### config.mk
export PLATFORM = sky130hd
export DESIGN_NAME = joystick_axis_scaler
export DESIGN_NICKNAME = d
export VERILOG_FILES = /design/src/rtl/core/jas_pkg.sv /design/src/rtl/core/jas_ctrl.sv /design/src/rtl/core/jas_dpath.sv /design/src/rtl/core/joystick_axis_scaler.sv
export SDC_FILE = /design/constraint.sdc
export NUM_CORES = 1
export LEC_CHECK = 0
export ABC_CLOCK_PERIOD_IN_PS = 9840
export CAP_MARGIN = 20
export CORE_ASPECT_RATIO = 1.2
export CORE_MARGIN = 1.5
export CORE_UTILIZATION = 56
export CTS_BUF_LIST = sky130_fd_sc_hd__clkbuf_8
export DETAILED_ROUTE_END_ITERATION = 6
export DONT_BUFFER_PORTS = 1
export PLACE_DENSITY = 0.71
export SYNTH_ARGS = -nofsm -noshare
export SYNTH_HDL_FRONTEND = slang
export SYNTH_SLANG_ARGS = --single-unit
### constraint.sdc
create_clock -name clk -period 9.84 [get_ports clk]
set_input_delay 2.952 -clock clk [delete_from_list [all_inputs] [get_ports clk]]
set_output_delay 2.952 -clock clk [all_outputs]
set_load 0.03 [all_outputs]
### src/rtl/core/jas_pkg.sv
// shared constants, types and helpers of the joystick axis scaler
`default_nettype none

package jas_pkg;

	localparam int SAMPLE_W   = 10;
	localparam int CENTER_W   = 10;
	localparam int MAX_W      = 11;
	localparam int LIMIT_W    = 10;
	localparam int OUT_W      = 9;
	localparam int CFG_IDX_W  = 3;
	localparam int CFG_DATA_W = 11;

	localparam int FULL_SCALE = 255;
	localparam int OUT_LIMIT  = 255;
	localparam int LIMIT      = (FULL_SCALE < OUT_LIMIT) ? FULL_SCALE : OUT_LIMIT;
	localparam int MAG_W      = OUT_W - 1;

	// dividend is distance times full scale, quotient is produced one bit per cycle
	localparam int FS_W  = $clog2(FULL_SCALE + 1);
	localparam int DVD_W = SAMPLE_W + FS_W;
	localparam int DIV_W = MAX_W;
	localparam int REM_W = DIV_W + 1;
	localparam int CNT_W = $clog2(DVD_W);

	localparam logic [CENTER_W-1:0] CENTER_RST     = CENTER_W'(512);
	localparam logic [MAX_W-1:0]    MAX_RST        = MAX_W'(1024);
	localparam logic [LIMIT_W-1:0]  MIN_CHANGE_RST = LIMIT_W'(5);
	localparam logic [LIMIT_W-1:0]  DEAD_ZONE_RST  = LIMIT_W'(20);

	typedef enum logic [CFG_IDX_W-1:0] {
		REG_CENTER     = 3'd0,
		REG_MAX        = 3'd1,
		REG_INVERT     = 3'd2,
		REG_MIN_CHANGE = 3'd3,
		REG_DEAD_ZONE  = 3'd4
	} jas_reg_t;

	typedef enum logic [2:0] {
		ST_IDLE,
		ST_EVAL,
		ST_DIV,
		ST_FIN,
		ST_OUT
	} jas_state_t;

	typedef struct packed {
		logic load;
		logic eval;
		logic step;
		logic finish;
	} jas_cmd_t;

	typedef struct packed {
		logic need_div;
	} jas_sts_t;

	function automatic logic signed [OUT_W-1:0] signed_value(
		input logic [MAG_W-1:0] mag,
		input logic             neg
	);
		logic signed [OUT_W-1:0] v;
		v = $signed({1'b0, mag});
		return neg ? -v : v;
	endfunction

endpackage

`default_nettype wire

### src/rtl/core/jas_ctrl.sv
// sequencer of the joystick axis scaler: handshakes and divider step count
`default_nettype none

module jas_ctrl (
	input  wire logic          clk,
	input  wire logic          arst_n,
	input  wire logic          in_valid,
	output logic               in_stall,
	output logic               out_valid,
	input  wire logic          out_stall,
	output jas_pkg::jas_cmd_t  cmd,
	input  wire jas_pkg::jas_sts_t sts
);
	import jas_pkg::*;

	jas_state_t       state_q;
	jas_state_t       state_d;
	logic [CNT_W-1:0] cnt_q;

	always_ff @(posedge clk or negedge arst_n) begin
		if (!arst_n) begin
			state_q <= ST_IDLE;
			cnt_q   <= '0;
		end else begin
			state_q <= state_d;
			if (state_q == ST_DIV) begin
				cnt_q <= cnt_q + CNT_W'(1);
			end else begin
				cnt_q <= '0;
			end
		end
	end

	always_comb begin
		state_d   = state_q;
		cmd       = '0;
		in_stall  = 1'b1;
		out_valid = 1'b0;
		case (state_q)
			ST_IDLE: begin
				in_stall = 1'b0;
				if (in_valid) begin
					cmd.load = 1'b1;
					state_d  = ST_EVAL;
				end
			end
			ST_EVAL: begin
				cmd.eval = 1'b1;
				state_d  = sts.need_div ? ST_DIV : ST_OUT;
			end
			ST_DIV: begin
				cmd.step = 1'b1;
				if (cnt_q == CNT_W'(DVD_W - 1)) begin
					state_d = ST_FIN;
				end
			end
			ST_FIN: begin
				cmd.finish = 1'b1;
				state_d    = ST_OUT;
			end
			ST_OUT: begin
				out_valid = 1'b1;
				if (!out_stall) begin
					state_d = ST_IDLE;
				end
			end
			default: begin
				state_d = ST_IDLE;
			end
		endcase
	end

`ifndef ASSERT_OFF
	a_div_len: assert property (@(posedge clk) disable iff (!arst_n)
		state_q == ST_DIV |-> cnt_q < CNT_W'(DVD_W))
		else $error("divider ran past its step count");
	a_no_div_path: assert property (@(posedge clk) disable iff (!arst_n)
		(state_q == ST_EVAL && !sts.need_div) |=> state_q == ST_OUT)
		else $error("item without division did not go to output");
	a_out_hold: assert property (@(posedge clk) disable iff (!arst_n)
		(out_valid && out_stall) |=> out_valid)
		else $error("result item dropped while stalled");
`endif

endmodule

`default_nettype wire

### src/rtl/core/jas_dpath.sv
// datapath of the joystick axis scaler: config, classification, divider, result
`default_nettype none

module jas_dpath (
	input  wire logic                            clk,
	input  wire logic                            arst_n,
	input  wire logic                            cfg_wr_en,
	input  wire logic [jas_pkg::CFG_IDX_W-1:0]   cfg_index,
	input  wire logic [jas_pkg::CFG_DATA_W-1:0]  cfg_data,
	input  wire logic [jas_pkg::SAMPLE_W-1:0]    sample,
	output logic signed [jas_pkg::OUT_W-1:0]     axis_value,
	output logic                                 updated,
	input  wire jas_pkg::jas_cmd_t               cmd,
	output jas_pkg::jas_sts_t                    sts
);
	import jas_pkg::*;

	logic [CENTER_W-1:0]     center_q;
	logic [MAX_W-1:0]        max_q;
	logic                    invert_q;
	logic [LIMIT_W-1:0]      min_change_q;
	logic [LIMIT_W-1:0]      dead_zone_q;

	logic [SAMPLE_W-1:0]     pos_q;
	logic [SAMPLE_W-1:0]     last_pos_q;
	logic                    have_q;
	logic signed [OUT_W-1:0] value_q;
	logic                    updated_q;

	logic [REM_W-1:0]        rem_q;
	logic [DVD_W-1:0]        quo_q;
	logic [DIV_W-1:0]        div_q;
	logic                    neg_q;

	logic [SAMPLE_W-1:0]     change;
	logic                    accept;
	logic                    above;
	logic                    below;
	logic [SAMPLE_W-1:0]     offset;
	logic                    dead;
	logic                    hit;
	logic signed [MAX_W:0]   range_up;
	logic                    rng_neg;
	logic [DIV_W-1:0]        rng_abs;
	logic [DIV_W-1:0]        divisor;
	logic                    neg;
	logic                    need_div;
	logic [DVD_W-1:0]        dividend;
	logic [MAG_W-1:0]        direct_mag;

	logic [REM_W-1:0]        rem_sh;
	logic                    rem_ge;
	logic [MAG_W-1:0]        quo_mag;

	// acceptance and region of the captured sample
	always_comb begin
		change   = (pos_q > last_pos_q) ? pos_q - last_pos_q : last_pos_q - pos_q;
		accept   = !have_q || (change > min_change_q);
		above    = pos_q > center_q;
		below    = pos_q < center_q;
		offset   = above ? pos_q - center_q : center_q - pos_q;
		dead     = offset < dead_zone_q;
		hit      = accept && (dead || above || below);
		range_up = $signed({1'b0, max_q}) - $signed({2'b0, center_q});
		rng_neg  = range_up[MAX_W];
		rng_abs  = rng_neg ? DIV_W'(-range_up) : range_up[DIV_W-1:0];
		divisor  = above ? rng_abs : DIV_W'(center_q);
		neg      = (below ^ (above && rng_neg)) ^ invert_q;
		need_div = hit && !dead && (divisor != '0);
		dividend = DVD_W'(offset) * DVD_W'(FULL_SCALE);
		direct_mag = dead ? '0 : MAG_W'(LIMIT);
	end

	// one restoring division step
	always_comb begin
		rem_sh  = {rem_q[REM_W-2:0], quo_q[DVD_W-1]};
		rem_ge  = rem_sh >= REM_W'(div_q);
		quo_mag = (quo_q > DVD_W'(LIMIT)) ? MAG_W'(LIMIT) : quo_q[MAG_W-1:0];
	end

	always_ff @(posedge clk or negedge arst_n) begin
		if (!arst_n) begin
			center_q     <= CENTER_RST;
			max_q        <= MAX_RST;
			invert_q     <= 1'b0;
			min_change_q <= MIN_CHANGE_RST;
			dead_zone_q  <= DEAD_ZONE_RST;
		end else if (cfg_wr_en) begin
			case (cfg_index)
				REG_CENTER:     center_q     <= cfg_data[CENTER_W-1:0];
				REG_MAX:        max_q        <= cfg_data[MAX_W-1:0];
				REG_INVERT:     invert_q     <= cfg_data[0];
				REG_MIN_CHANGE: min_change_q <= cfg_data[LIMIT_W-1:0];
				REG_DEAD_ZONE:  dead_zone_q  <= cfg_data[LIMIT_W-1:0];
				default: begin
				end
			endcase
		end
	end

	always_ff @(posedge clk or negedge arst_n) begin
		if (!arst_n) begin
			last_pos_q <= '0;
			have_q     <= 1'b0;
			value_q    <= '0;
			updated_q  <= 1'b0;
		end else if (cmd.eval) begin
			if (!hit) begin
				updated_q <= 1'b0;
			end else if (!need_div) begin
				value_q    <= signed_value(direct_mag, neg);
				last_pos_q <= pos_q;
				have_q     <= 1'b1;
				updated_q  <= 1'b1;
			end
		end else if (cmd.finish) begin
			value_q    <= signed_value(quo_mag, neg_q);
			last_pos_q <= pos_q;
			have_q     <= 1'b1;
			updated_q  <= 1'b1;
		end
	end

	always_ff @(posedge clk) begin
		if (cmd.load) begin
			pos_q <= sample;
		end
		if (cmd.eval) begin
			rem_q <= '0;
			quo_q <= dividend;
			div_q <= divisor;
			neg_q <= neg;
		end else if (cmd.step) begin
			rem_q <= rem_ge ? rem_sh - REM_W'(div_q) : rem_sh;
			quo_q <= {quo_q[DVD_W-2:0], rem_ge};
		end
	end

	assign sts.need_div = need_div;
	assign axis_value   = value_q;
	assign updated      = updated_q;

`ifndef ASSERT_OFF
	a_finish_updates: assert property (@(posedge clk) disable iff (!arst_n)
		cmd.finish |=> updated_q && have_q)
		else $error("finished division did not commit the item");
	a_value_range: assert property (@(posedge clk) disable iff (!arst_n)
		value_q != $signed({1'b1, {(OUT_W-1){1'b0}}}))
		else $error("axis value outside the saturation range");
	a_have_sticky: assert property (@(posedge clk) disable iff (!arst_n)
		!$fell(have_q))
		else $error("position flag cleared outside reset");
`endif

endmodule

`default_nettype wire

### src/rtl/core/joystick_axis_scaler.sv
// top level of the joystick axis scaler
`default_nettype none

// Turns 10-bit converter samples into a signed axis value in -255..255 with
// a dead zone, a minimum-change filter, separate positive and negative spans
// and optional inversion. Every input item gives one result item carrying
// the current value and whether this sample updated it. Items are handled
// one at a time: a sample that is filtered out, falls in the dead zone or
// sees a zero span goes from evaluation straight to the result; any other
// first passes through the 18-step bit-serial divider that forms
// distance * 255 / span. A new item is taken in the cycle after the result
// leaves. Configuration writes take effect at once and are meant for idle.
module joystick_axis_scaler (
	input  wire logic                            clk,
	input  wire logic                            arst_n,
	input  wire logic                            cfg_wr_en,
	input  wire logic [jas_pkg::CFG_IDX_W-1:0]   cfg_index,
	input  wire logic [jas_pkg::CFG_DATA_W-1:0]  cfg_data,
	input  wire logic                            in_valid,
	output logic                                 in_stall,
	input  wire logic [jas_pkg::SAMPLE_W-1:0]    sample,
	output logic                                 out_valid,
	input  wire logic                            out_stall,
	output logic signed [jas_pkg::OUT_W-1:0]     axis_value,
	output logic                                 updated
);
	import jas_pkg::*;

	jas_cmd_t cmd;
	jas_sts_t sts;

	jas_ctrl u_ctrl (
		.clk       (clk),
		.arst_n    (arst_n),
		.in_valid  (in_valid),
		.in_stall  (in_stall),
		.out_valid (out_valid),
		.out_stall (out_stall),
		.cmd       (cmd),
		.sts       (sts)
	);

	jas_dpath u_dpath (
		.clk        (clk),
		.arst_n     (arst_n),
		.cfg_wr_en  (cfg_wr_en),
		.cfg_index  (cfg_index),
		.cfg_data   (cfg_data),
		.sample     (sample),
		.axis_value (axis_value),
		.updated    (updated),
		.cmd        (cmd),
		.sts        (sts)
	);

endmodule

`default_nettype wire
==> results of run 1 <==
==> synth_stat cells (7+ instances only) <==
cell type,number
dfrtp_1,65
and2_1,11
nor2_1,62
nand3_1,14
ha_1,122
mux2_2,27
mux2i_1,29
edfxtp_1,40
nand2_1,93
or3_1,8
nand2b_1,9
nand4_1,10
dfxtp_1,11
a21oi_1,45
xnor2_1,36
a21boi_0,13
fa_1,40
a21o_1,27
o21ai_0,78
inv_1,159
nor3_1,16
nor2b_1,13
and3_1,8
nor4_1,8
o31ai_1,10
clkbuf_1,22
xor2_1,24
o21a_1,7
==> worst max-delay path by stage <==
stage / from / endpoint / slack, ns / cells after the start
floorplan: u_dpath.pos_q[3] / u_dpath.quo_q[17] / 2.38 / 29
global placement: u_dpath.pos_q[3] / u_dpath.quo_q[17] / 1.61 / 29
detailed placement: u_dpath.pos_q[0] / u_dpath.quo_q[17] / 1.37 / 31
CTS: u_dpath.pos_q[0] / u_dpath.quo_q[17] / 1.36 / 31
global route: u_dpath.pos_q[0] / u_dpath.quo_q[17] / 0.62 / 31
finish: u_dpath.pos_q[0] / u_dpath.quo_q[17] / 1.37 / 30
==> per-stage QoR <==
step	instances	setup WS (ns)
after global placement	1312	1.61
after CTS	1344	1.36
after floorplan	1106	2.38
final	1345	1.37
after detailed placement	1312	1.37
after global routing	1345	0.617
==> registers in the layout (all words and copies together) (netlist names) <==
register and cells:
u_dpath.updated 1, u_ctrl.state_q 3, u_dpath.last_pos_q 10, u_dpath.dead_zone_q 10
u_dpath.rem_q 11, u_dpath.pos_q 10, u_dpath.invert_q 1, u_dpath.have_q 1
u_dpath.max_q 11, u_dpath.div_q 11, u_dpath.min_change_q 10, u_dpath.quo_q 18
u_dpath.center_q 10, u_dpath.axis_value 9, u_dpath.neg_q 1, u_ctrl.cnt_q 5
==> kinds of logic (layout without fill, tap and decap cells) <==
logic type | Yosys count | after routing | synth area share
AO/OA/AOI/OAI | 253 | 253 | 0.163
XOR/XNOR | 60 | 60 | 0.0508
adder cells (fa/ha/maj) | 162 | 162 | 0.225
buffers and inverters | 184 | 199 | 0.0676
flip-flops | 122 | 122 | 0.310
multiplexers | 59 | 59 | 0.0610
AND/OR/NAND/NOR | 266 | 266 | 0.123
==> layout make-up <==
| type | instances | area, µm² | share of cell area |
|---|---|---|---|
| repair buffers | 7 | 56.3 | 0.00514 |
| flip-flops and latches | 122 | 3210 | 0.293 |
| inverters | 160 | 601 | 0.0549 |
| clock buffers | 18 | 248 | 0.0226 |
| well taps | 224 | 280 | 0.0256 |
| multi-input cells | 800 | 6460 | 0.590 |
| clock inverters | 14 | 95.1 | 0.00869 |
==> worst min-delay path, stage by stage (launching register included) <==
cell     delay, ns
dfxtp_1       0.32
nand2_1       0.05
o31ai_1       0.05
==> metal layers <==
metal / part of all wire / vias up / routed length (µm)
li1: - / 3836 / -
met1: 0.43 / 3649 / 10200
met2: 0.49 / 208 / 11400
met3: 0.049 / 47 / 1170
met4: 0.034 / 0 / 792
met5: 0 / - / 0
==> impl_metrics.ini, run 1 <==
[outcome]
status = completed

[cts]
post_cts_buffers = 0
cts_buffers = 17
clockRootBuffer = clkbuf_8
cts_tree = done
clkTransAtPathRegs_ns = 0.08
cts.hold.buffers_added = 0
cts_max_level = 4
clkSinkCount = 122
cts-root-to-sink-buffers = 2
cts_resized = 0
worstSkewPairLatency_ns = 0.46

[routing]
vias_per_cell = 5.75
wl_um = 23600
num_vias = 7740
drc = 0
ant_nets = 0
drtIter0Drc = 490
first_pass_iters = 5
wire_per_inst_um = 17.5

[global_routing]
grt-ovfl-total = 0
met1_usage = 0.318
grt_pass1_vias = 7518
antenna_found_initial = 0
busiest_layer = met2
grt_max_degree = 72
globalRouteMet3Util = 0.0595
grt_usage = 0.256
grt_util_met2 = 0.431
grt_pass1_wl_um = 38500

[placement]
portBuffers = 0
place_area_um2 = 10600
dpl.hpwl_um = 18600
gp_congestion = 0.932

[layout]
syn_to_final_growth_pct = 5.70
layout_common_cells = inv_1 (159), ha_1 (122), nand2_1 (93)
drive_gt1_frac = 0.0839
post-route-cell-area_um2 = 10900
final_common_cell = inv_1
fin_nets = 1299
fin_util = 0.602
diodes = 0
fill_cells = 1558

[logic_synthesis]
synth_warnings = 0
synth_cells = 1106
synth.avg_cell_area_um2 = 9.36
synthesis.area_um2 = 10400
synth_nets = 1297
yosysTopAreaCellShare = 0.157
synth_top_area_cell = dfrtp_1
synth-seq-cells = 122
synthTopCellsByArea = dfrtp_1 (16%), ha_1 (15%), edfxtp_1 (12%), fa_1 (7.7%), inv_1 (5.8%)
synth_cell_types = 73
ys_async_sr_fraction = 0.582
synth-edff-count = 40
ys.flop_type = dfrtp_1
seq_area_frac_synth = 0.310

[timing]
fmax_ghz = 0.118
drv_slew = 0
setup_tns_ns = 0
skew_ns = 0.0125
rsz0062_at_grt = false
finalHoldViolations = 0
finalHoldWorstSlack_ns = 0.468
slew-limit-headroom = 0.235
fin_crit_ns = 8.47
worst_pin_slew_ns = 1.14
finalSetupViolations = 0
timing.final.crit_share = 0.861

[worst_setup_path]
crit_slowest_cell = nor2_2
cp-start-kind = flop
crit_fanout = 17
crit_path_end_kind = flop
r2r_cells = 30
cp_top_family = compound AO/OA/AOI/OAI gates
critPathKind = reg -> reg
r2r_slack_ns = 1.37
r2r_start = u_dpath.pos_q[0]
timing.rr.end = u_dpath.quo_q[17]
slowest_delay_ns = 0.62
cp.required_ns = 10.05
worst-path-buf-inv = 5
cp.arrival_ns = 8.69

[floorplan]
initial_core_util = 0.570
ios = 41
core_um2 = 18200
die_x_um = 127
die-height_um = 152
die_area_um2 = 19300
row_count = 54

[worst_hold_path]
hold_path_depth = 2
hold_path.startpoint = u_dpath.rem_q[10]
min_to = u_dpath.rem_q[10]
hold_path.class = reg -> reg

[job]
drv_cap = 0
Power of run 1 is not shown: default switching activity piles up to over one toggle a cycle in this logic, so the estimate is an artifact.
==> run 2: changes to the inputs <==
--- a/config.mk
+++ b/config.mk
@@ -16,4 +16,5 @@
 export PLACE_DENSITY = 0.71
 export SYNTH_ARGS = -nofsm -noshare
 export SYNTH_HDL_FRONTEND = slang
+export SYNTH_HIERARCHICAL = 1
 export SYNTH_SLANG_ARGS = --single-unit
==> impl_metrics.ini, run 2 <==
[routing]
ant_nets = 0
wl_um = 24800
vias_per_cell = 5.76
wire_per_inst_um = 17.5
drc = 0
drtIter0Drc = 607
num_vias = 8171
first_pass_iters = 6

[logic_synthesis]
synth_nets = 1343
ys_async_sr_fraction = 0.582
synth.avg_cell_area_um2 = 9.32
synth_cells = 1152
synth-seq-cells = 122
synth_top_area_cell = dfrtp_1
synth_warnings = 6
synthTopCellsByArea = dfrtp_1 (15%), ha_1 (14%), edfxtp_1 (11%), fa_1 (7.5%), inv_1 (6.0%)
seq_area_frac_synth = 0.298
synthesis.area_um2 = 10700
yosysTopAreaCellShare = 0.151
netlist_top_cells_count = inv_1 (173), ha_1 (122), nand2_1 (76)
synth_cell_types = 81
synth-edff-count = 40
synth_most_common_cell = inv_1
ys.flop_type = dfrtp_1

[global_routing]
grt_max_degree = 72
grt_pass1_vias = 7715
antenna_found_initial = 1
grt_usage = 0.258
grt-ovfl-total = 0
grt_pass1_wl_um = 39800

[layout]
largest_reg_flops = 18
drive_gt1_frac = 0.0912
fin_util = 0.604
fill_cells = 1653
syn_to_final_growth_pct = 6.03
layout_common_cells = inv_1 (173), ha_1 (122), nand2_1 (76)
fin_nets = 1340
largest_register = u_dpath/quo_q
final_common_cell = inv_1

[worst_setup_path]
crit_fanout = 20
cp-start-kind = flop
crit_slowest_cell = or4_1
cp.required_ns = 10.05
crit_path_end_kind = flop
slowest_delay_ns = 0.63
critPathKind = reg -> reg
cp.arrival_ns = 8.87

[floorplan]
ios = 41
initial_core_util = 0.570
core_um2 = 18900
die_area_um2 = 20000
die_x_um = 129
die-height_um = 155
row_count = 55

[timing]
slew-limit-headroom = 0.263
setup_tns_ns = 0
finalHoldViolations = 0
worst_pin_slew_ns = 1.10
drv_slew = 0
fmax_ghz = 0.115
fin_crit_ns = 8.67
skew_ns = 0.0162
rsz0062_at_grt = false
finalSetupViolations = 0
timing.final.crit_share = 0.881

[cts]
post_cts_buffers = 0
clkSinkCount = 122
cts_resized = 0
cts_tree = done
cts.hold.buffers_added = 0
cts-root-to-sink-buffers = 2
cts_buffers = 17
clkTransAtPathRegs_ns = 0.08
clockRootBuffer = clkbuf_8
cts_max_level = 4
worstSkewPairLatency_ns = 0.45

[outcome]
status = completed

[placement]
dpl.hpwl_um = 19400
portBuffers = 0
gp_congestion = 0.928

[worst_hold_path]
hold_path.class = reg -> reg

[job]
drv_cap = 0
-- run 2: cell types whose count changed after synthesis, sizes merged, moves of 6 or more --
cell | previous run | this run
nor4 | 9 | 2
mux2 | 30 | 39
buf | 2 | 15
a221oi | 2 | 20
xor2 | 24 | 18
a21o | 27 | 18
a221o | 3 | 10
nand2 | 94 | 76
a21oi | 46 | 64
inv | 159 | 174
a211oi | 4 | 13
-- run 2: worst paths after layout --
kind | start | to | slack (ns) | depth (start not counted)
setup / recovery | u_dpath/pos_q[2] | u_dpath/quo_q[17] | 1.17 | 28
hold / removal | u_dpath/rem_q[10] | u_dpath/rem_q[10] | 0.46 | 2
setup reg to reg | u_dpath/pos_q[2] | u_dpath/quo_q[17] | 1.17 | 28
hold reg to reg | u_dpath/rem_q[10] | u_dpath/rem_q[10] | 0.46 | 2
max in group asynchronous | arst_n | u_dpath/center_q[9] | 7.41 | 0
min in group asynchronous | arst_n | u_ctrl/cnt_q[3] | 2.18 | 0
-- run 2: cell type report --
type / count / area, µm² / share of cell area
Timing Repair Buffer: 12 / 93.8 / 0.00824
Antenna cell: 1 / 2.50 / 0.000220
Inverter: 174 / 653 / 0.0573
Clock inverter: 14 / 134 / 0.0118
Tap cell: 256 / 320 / 0.0281
Sequential cell: 122 / 3210 / 0.281
Clock buffer: 18 / 248 / 0.0218
Multi-Input combinational cell: 822 / 6730 / 0.591
-- run 2: kinds of logic after synthesis --
logic type,after synthesis,share of synthesized area
compound gates,279,0.174
simple gates,253,0.119
buf+inv,208,0.0757
fa+ha+maj,162,0.217
flops,122,0.298
mux,70,0.0698
xor+xnor,58,0.0473
-- run 2: through the flow --
step	instances	worst slack [ns]	hold WS [ns]	instance area, µm²
floorplan	1152	2.21	0.426	10700
global placement	1385	1.48	0.442	11000
detailed placement	1385	1.25	0.440	11000
CTS	1417	1.21	0.457	11400
global route	1419	0.541	0.486	11400
finish	1419	1.17	0.457	11400
-- run 2: worst max-delay path, delay by kind of cell (launching register included) --
kind	cells	cell delay [ns]
xor+xnor	1	0.45
fa+ha+maj	5	2.36
mux	1	0.45
buf+inv	3	0.31
simple gates	5	1.39
compound gates	13	3.02
flops	1	0.48
-- run 2: layer usage --
metal / global-route usage / wire length (µm) / vias up
met5: 0 / 0 / -
met4: 0.0947 / 686 / 0
met3: 0.0505 / 1270 / 37
met2: 0.417 / 11700 / 193
met1: 0.344 / 11100 / 3932
li1: - / - / 4009
Power of run 2 is left out for the same reason.
==> run 3: changes to the inputs <==
--- a/config.mk
+++ b/config.mk
@@ -13,6 +13,7 @@
 export CTS_BUF_LIST = sky130_fd_sc_hd__clkbuf_8
 export DETAILED_ROUTE_END_ITERATION = 6
 export DONT_BUFFER_PORTS = 1
+export GPL_TIMING_DRIVEN = 0
 export PLACE_DENSITY = 0.71
 export SYNTH_ARGS = -nofsm -noshare
 export SYNTH_HDL_FRONTEND = slang
==> impl_metrics.ini, run 3 (same netlist as run 2, synthesis figures left out) <==
[outcome]
status = completed

[worst_setup_path]
slowest_delay_ns = 0.62
crit_slowest_cell = or4_1
critPathKind = reg -> reg
crit_path_end_kind = flop
worst-path-buf-inv = 5
cp.arrival_ns = 8.85
cp-start-kind = flop
cp_top_family = compound AO/OA/AOI/OAI gates
cp.required_ns = 10.04
crit_fanout = 10

[cts]
post_cts_buffers = 0
worstSkewPairLatency_ns = 0.46
clkTransAtPathRegs_ns = 0.08
cts-root-to-sink-buffers = 2
clockRootBuffer = clkbuf_8
cts_max_level = 4
cts_buffers = 17
cts_tree = done
clkSinkCount = 122
cts_resized = 0
cts.hold.buffers_added = 0

[placement]
dpl.hpwl_um = 19800
portBuffers = 0
gp_congestion = 0.869

[floorplan]
initial_core_util = 0.570
die_area_um2 = 20000
die_x_um = 129
ios = 41
core_um2 = 18900
die-height_um = 155
row_count = 55

[timing]
slew-limit-headroom = 0.360
fin_crit_ns = 8.65
setup_tns_ns = 0
finalHoldViolations = 0
fmax_ghz = 0.116
skew_ns = 0.0169
drv_slew = 0
finalSetupViolations = 0
timing.final.crit_share = 0.879
worst_pin_slew_ns = 0.954
rsz0062_at_grt = false

[global_routing]
busiest_layer = met2
antenna_found_initial = 0
grt-ovfl-total = 0
grt_usage = 0.264
grt_pass1_wl_um = 41000
grt_pass1_vias = 8159
grt_max_degree = 72
globalRouteMet3Util = 0.0360
met1_usage = 0.345
grt_util_met2 = 0.444

[layout]
diodes = 0
layout_common_cells = inv_1 (173), ha_1 (122), nand2_1 (76)
fin_nets = 1364
final_common_cell = inv_1
drive_gt1_frac = 0.0911
largest_reg_flops = 18
fill_cells = 1659
largest_register = u_dpath/quo_q
syn_to_final_growth_pct = 6.91

[job]
drv_cap = 0

[routing]
wl_um = 25300
wire_per_inst_um = 17.5
drtIter0Drc = 554
drc = 0
vias_per_cell = 5.79
ant_nets = 0
first_pass_iters = 5
num_vias = 8354

[worst_hold_path]
hold_path.class = reg -> reg
run 3: worst paths after layout:
check                                  start             endpoint  slack [ns]  depth (start not counted)
max reg2reg                 u_dpath/pos_q[2]    u_dpath/quo_q[17]        1.19                         30
max                         u_dpath/pos_q[2]    u_dpath/quo_q[17]        1.19                         30
min                        u_dpath/rem_q[10]    u_dpath/rem_q[10]        0.47                          2
max in group asynchronous             arst_n  u_dpath/center_q[9]        7.43                          0
min in group asynchronous             arst_n      u_ctrl/cnt_q[2]        2.18                          0
min reg2reg                u_dpath/rem_q[10]    u_dpath/rem_q[10]        0.47                          2
run 3: worst reg2reg max path, delay by kind of cell (launching register included):
| kind | cells | cell delay (ns) |
|---|---|---|
| AO/OA/AOI/OAI | 13 | 2.81 |
| adder cells (fa/ha/maj) | 5 | 2.24 |
| AND/OR/NAND/NOR | 5 | 1.34 |
| buffers and inverters | 5 | 0.71 |
| flip-flops | 1 | 0.53 |
| XOR/XNOR | 1 | 0.43 |
| multiplexers | 1 | 0.34 |
run 3: through the flow:
stage | util | setup WS (ns) | cells | hold WS (ns) | instance area, µm²
floorplan | - | 2.21 | 1152 | 0.426 | 10700
global placement | 0.587 | 1.31 | 1408 | 0.445 | 11100
detailed placement | 0.588 | 1.26 | 1409 | 0.454 | 11100
CTS | 0.609 | 1.19 | 1441 | 0.476 | 11500
global route | 0.609 | 0.516 | 1442 | 0.521 | 11500
finish | 0.609 | 1.19 | 1442 | 0.471 | 11500
run 3: layout make-up:
type,instances,area [µm²],area share
plain buffers,34,160,0.0139
clock buffers,17,234,0.0204
clock inverters,15,164,0.0143
inverters,174,653,0.0569
multi-input cells,822,6730,0.586
flip-flops and latches,122,3210,0.279
well taps,256,320,0.0279
repair buffers,2,18.8,0.00163
run 3: per-layer routing:
layer	part of all wire	up-vias	wire [µm]
li1	-	4068	-
met5	0	-	0
met4	0.030	0	750
met1	0.45	4019	11300
met2	0.48	218	12100
met3	0.043	49	1100
Power of run 3 is left out for the same reason.
